--- src/hw/rtl/palette_fade_engine_top_defines.svh ---
// Assertion macros for the palette fade engine top-level RTL.
`ifndef PALETTE_FADE_ENGINE_TOP_DEFINES_SVH
`define PALETTE_FADE_ENGINE_TOP_DEFINES_SVH
`ifndef SYNTHESIS
// Checked only while reset is released.
`define PFE_ASSERT(lbl, prop) \
  lbl: assert property (@(posedge clk) disable iff (!rst_n) prop) \
    else $error("palette fade engine: assertion failed");
// Checked at every clock edge, reset included.
`define PFE_ASSERT_ALWAYS(lbl, prop) \
  lbl: assert property (@(posedge clk) prop) \
    else $error("palette fade engine: assertion failed");
`else
`define PFE_ASSERT(lbl, prop)
`define PFE_ASSERT_ALWAYS(lbl, prop)
`endif
`endif

--- src/hw/rtl/pfe_pkg.sv ---
`timescale 1ns / 1ps
package pfe_pkg;

  localparam int PALETTE_BYTES_DEF = 768;
  localparam int FADE_STEPS_DEF    = 32;

  localparam int LEVEL_W = 6;
  localparam int IDX_W   = 10;
  localparam int FRAME_W = 6;
  localparam int ACC_W   = 14;
  localparam int STEP_W  = 16;
  localparam int MEM_W   = STEP_W + ACC_W;
  localparam int FRAC_W  = 8;

  localparam logic [LEVEL_W-1:0] MAX_LEVEL = 6'd63;
  localparam logic [ACC_W-1:0]   ACC_MAX   = 14'h3fff;

  localparam logic CMD_LOAD = 1'b0;
  localparam logic CMD_EMIT = 1'b1;

  typedef enum logic {
    ST_IDLE,
    ST_EXEC
  } pfe_state_t;

endpackage

--- src/hw/rtl/pfe_step_calc.sv ---
`timescale 1ns / 1ps
module pfe_step_calc #(
  parameter int FADE_STEPS = pfe_pkg::FADE_STEPS_DEF
) (
  input  logic                               fade_in,
  input  logic        [pfe_pkg::LEVEL_W-1:0] level,
  output logic signed [pfe_pkg::STEP_W-1:0]  step
);

  // Division by FADE_STEPS as a multiply by a rounded-up reciprocal. With
  // RECIP_SHIFT = numerator bits + 6 the quotient is exact for FADE_STEPS < 64.
  localparam int RECIP_SHIFT = pfe_pkg::ACC_W + 6;
  localparam int RECIP_W     = RECIP_SHIFT + 1;
  localparam int PROD_W      = pfe_pkg::ACC_W + RECIP_W;
  localparam longint RECIP   = ((64'd1 << RECIP_SHIFT) + FADE_STEPS - 1) / FADE_STEPS;

  logic [pfe_pkg::LEVEL_W-1:0] dist_lvl;
  logic [pfe_pkg::ACC_W-1:0]   numer;
  logic [PROD_W-1:0]           prod;
  logic [pfe_pkg::ACC_W-1:0]   quot;
  logic [pfe_pkg::STEP_W-1:0]  mag;

  always_comb begin
    dist_lvl = fade_in ? (pfe_pkg::MAX_LEVEL - level) : level;
    numer    = {dist_lvl, {pfe_pkg::FRAC_W{1'b0}}};
    prod     = PROD_W'(numer) * PROD_W'(RECIP);
    quot     = prod[RECIP_SHIFT +: pfe_pkg::ACC_W];
    mag      = pfe_pkg::STEP_W'(quot);
    step     = fade_in ? $signed(mag) : $signed(~mag + 1'b1);
  end

endmodule

--- config.mk ---
export PLATFORM = sky130hd
export DESIGN_NAME = pfe_step_calc
export DESIGN_NICKNAME = d
export VERILOG_FILES = /design/src/hw/rtl/palette_fade_engine_top_defines.svh /design/src/hw/rtl/pfe_pkg.sv /design/src/hw/rtl/pfe_step_calc.sv
export SDC_FILE = /design/constraint.sdc
export NUM_CORES = 1
export LEC_CHECK = 0
export BUFFER_PORTS_ARGS = -buffer_cell sky130_fd_sc_hd__buf_2
export CAP_MARGIN = 10
export CORE_AREA = 2 2 39 41
export DETAILED_ROUTE_END_ITERATION = 8
export DIE_AREA = 0 0 41 43
export GPL_TIMING_DRIVEN = 0
export PLACE_DENSITY_LB_ADDON = 0.25
export SLEW_MARGIN = 20
export SYNTH_ARGS = -nofsm -noshare
export SYNTH_HDL_FRONTEND = slang
export SYNTH_SLANG_ARGS = --single-unit
--- constraint.sdc ---
create_clock -name vclk -period 1.27
set_input_delay 0.254 -clock vclk [all_inputs]
set_output_delay 0.254 -clock vclk [all_outputs]
set_load 0.01 [all_outputs]
==> out/results.tsv <==
stage	metric	value	unit
status	status	finished, violations left	
status	failing checks	setup timing	
yosys	synth cell count leaders	buf_4, a21oi_1, xnor2_1, nor2_1, xor2_1	
setup_path	startpoint types	input pin	
setup_path	CP Class	in -> out	
placement	IO Port Bufs	19	
route	initial drt markers	0	
placement	Final HPWL DP	409	um
yosys	leading post-synthesis cells by cell area	buf_4, xnor2_1, nor4_4, a21oi_1, xor2_1	
pwr	total power	151	uW
pwr	Cell Pwr Density	347	nW/um^2
setup_path	crit path launch	level[5]	
pwr	Worst VDD drop	0.106	mV
setup_path	Critical Path, Cell by Cell	buf_8 > nor4_4 > a21oi_2 > buf_4 > buf_6	
pwr	leak pwr	0.207	nW
global_routing	initial antenna violation count	0	
yosys	Yosys cell types	13	
global_routing	Remaining Overflow, GRT	0	
floorplan	die area	1760	um^2
yosys	top-count cell post-synth	buf_4	
timing	worst setup margin	-81.7	ps
min_path	min-delay src	level[4]	
global_routing	largest net degree at the start of global routing	9	
setup_path	Worst Path Max Fanout	4	
placement	setup slack at placement	-218	ps
yosys	Synth top area share	0.247	
global_routing	All-Layer GR Usage	0.0629	
floorplan	die width	41	um
yosys	area of the mapped netlist	183	um^2
timing	WHS	804	ps
layout	clock buf count	0	
setup_path	CP delay by family, top	simple AND/OR/NAND/NOR gates	
route	Via Count	243	
yosys	cells after synthesis	25	
floorplan	die height	43	um
layout	FF+latch count	0	
placement	GPL Wtd Cong	0.602	
layout	Core Util, Final	0.315	
route	vias per cell	3.63	
timing	fin. max-slew vios	0	
global_routing	global-route wire length before repair	814	um
layout	share of cells above drive strength 1	0.745	
layout	register area	0	um^2
timing	Final min period	1350	ps
yosys	area leader, netlist	buf_4	
setup_path	CP Data Required Time	1020	ps
floorplan	# IOs	23	
layout	fillers	156	
yosys	sequential area share after synthesis	0	
layout	area grow syn2layout	138	%
route	drt wl/cell	7.85	um
layout	final net count	60	
setup_path	WP buf/inv	3	
route	WL final	526	um
job	max-cap violations	0	
timing	Tcrit/Tclk final	1.06	
min_path	Hold Path Class	in -> out	
timing	RSZ-0062 raised after global routing	true	
clock_network	Post-CTS Hold Fix Bufs	0	
setup_path	CP max stage delay	390	ps
layout	# diodes	0	
route	post-route DRC violation count	0	
timing	Setup Viol. Count Final	6	
timing	Max Clock Freq	0.740	GHz
timing	endpoints failing hold	0	
yosys	Yosys warnings	0	
setup_path	slowest cell on the critical path	nor4_4	
floorplan	core area	1380	um^2
route	Final ANT Viol Nets	0	
yosys	syn_area_per_cell	7.31	um^2
global_routing	vias in the first global route	198	
floorplan	# rows	14	
setup_path	crit path DAT	1100	ps
setup_path	Crit. End Element	output pin	
route	drt first pass iters	1	
floorplan	Initial Util	0.132	
-- per-layer routing --
metal  vias to the layer above  GRT usage  wire length, um
li1                        126          -                -
met1                       102     0.0981              212
met2                        15      0.100              256
met3                         0          0               57
met4                         0          0                0
met5                         -          0                0
-- power breakdown --
| part | switching, mW | internal (mW) |
|---|---|---|
| logic | 0.0670 | 0.0843 |
| clock network | 0 | 0 |
| registers | 0 | 0 |
-- cell families (layout without fill, tap and decap cells) --
logic type | count (synthesis) | in the layout | synth area share
XOR/XNOR | 5 | 5 | 0.240
AND/OR/NAND/NOR | 7 | 7 | 0.281
other | 1 | 3 | 0.0205
AO/OA/AOI/OAI | 5 | 5 | 0.151
buffers and inverters | 7 | 31 | 0.308
-- worst min-delay path, delay by kind of cell --
family | cells | cell delay, ps
xor gates and xnor gates | 1 | 60
buffers and inverters | 2 | 240
-- layout make-up --
class                           count  area (um^2)  area share
Timing Repair Buffer               24          180       0.414
Multi-Input combinational cell     20          170       0.391
Tap cell                           16         20.0      0.0460
Buffer                              7         65.1       0.149
-- cell usage in the layout (no fill, tap or decap), drive strengths merged --
cell	netlist	routed
xor2	2	2
nand2	1	1
xnor2	3	3
o21a	1	1
a21oi	4	4
conb	1	3
nor2	2	2
buf	7	31
nor4	2	2
nor3	1	1
and2b	1	1
-- final timing paths --
path | to | cells after the start | slack [ps]
max | step[13] | 5 | -80
min | step[7] | 3 | 800
-- timing repair --
item / in CTS / in global routing
pin swaps: 6 / 2
buffers inserted: 3 / 2
resized for setup: 18 / 2
setup endpoints to repair: 9 / 10
-- stage by stage --
| stage | TNS [ps] | instances | instance area [um^2] |
|---|---|---|---|
| after floorplan | 0 | 27 | 196 |
| after global placement | -1100 | 62 | 312 |
| after detailed placement | -1240 | 62 | 312 |
| after CTS | -437 | 65 | 408 |
| after global routing | -856 | 67 | 435 |
| final | -353 | 67 | 435 |
(Power assumes the default switching activity.)
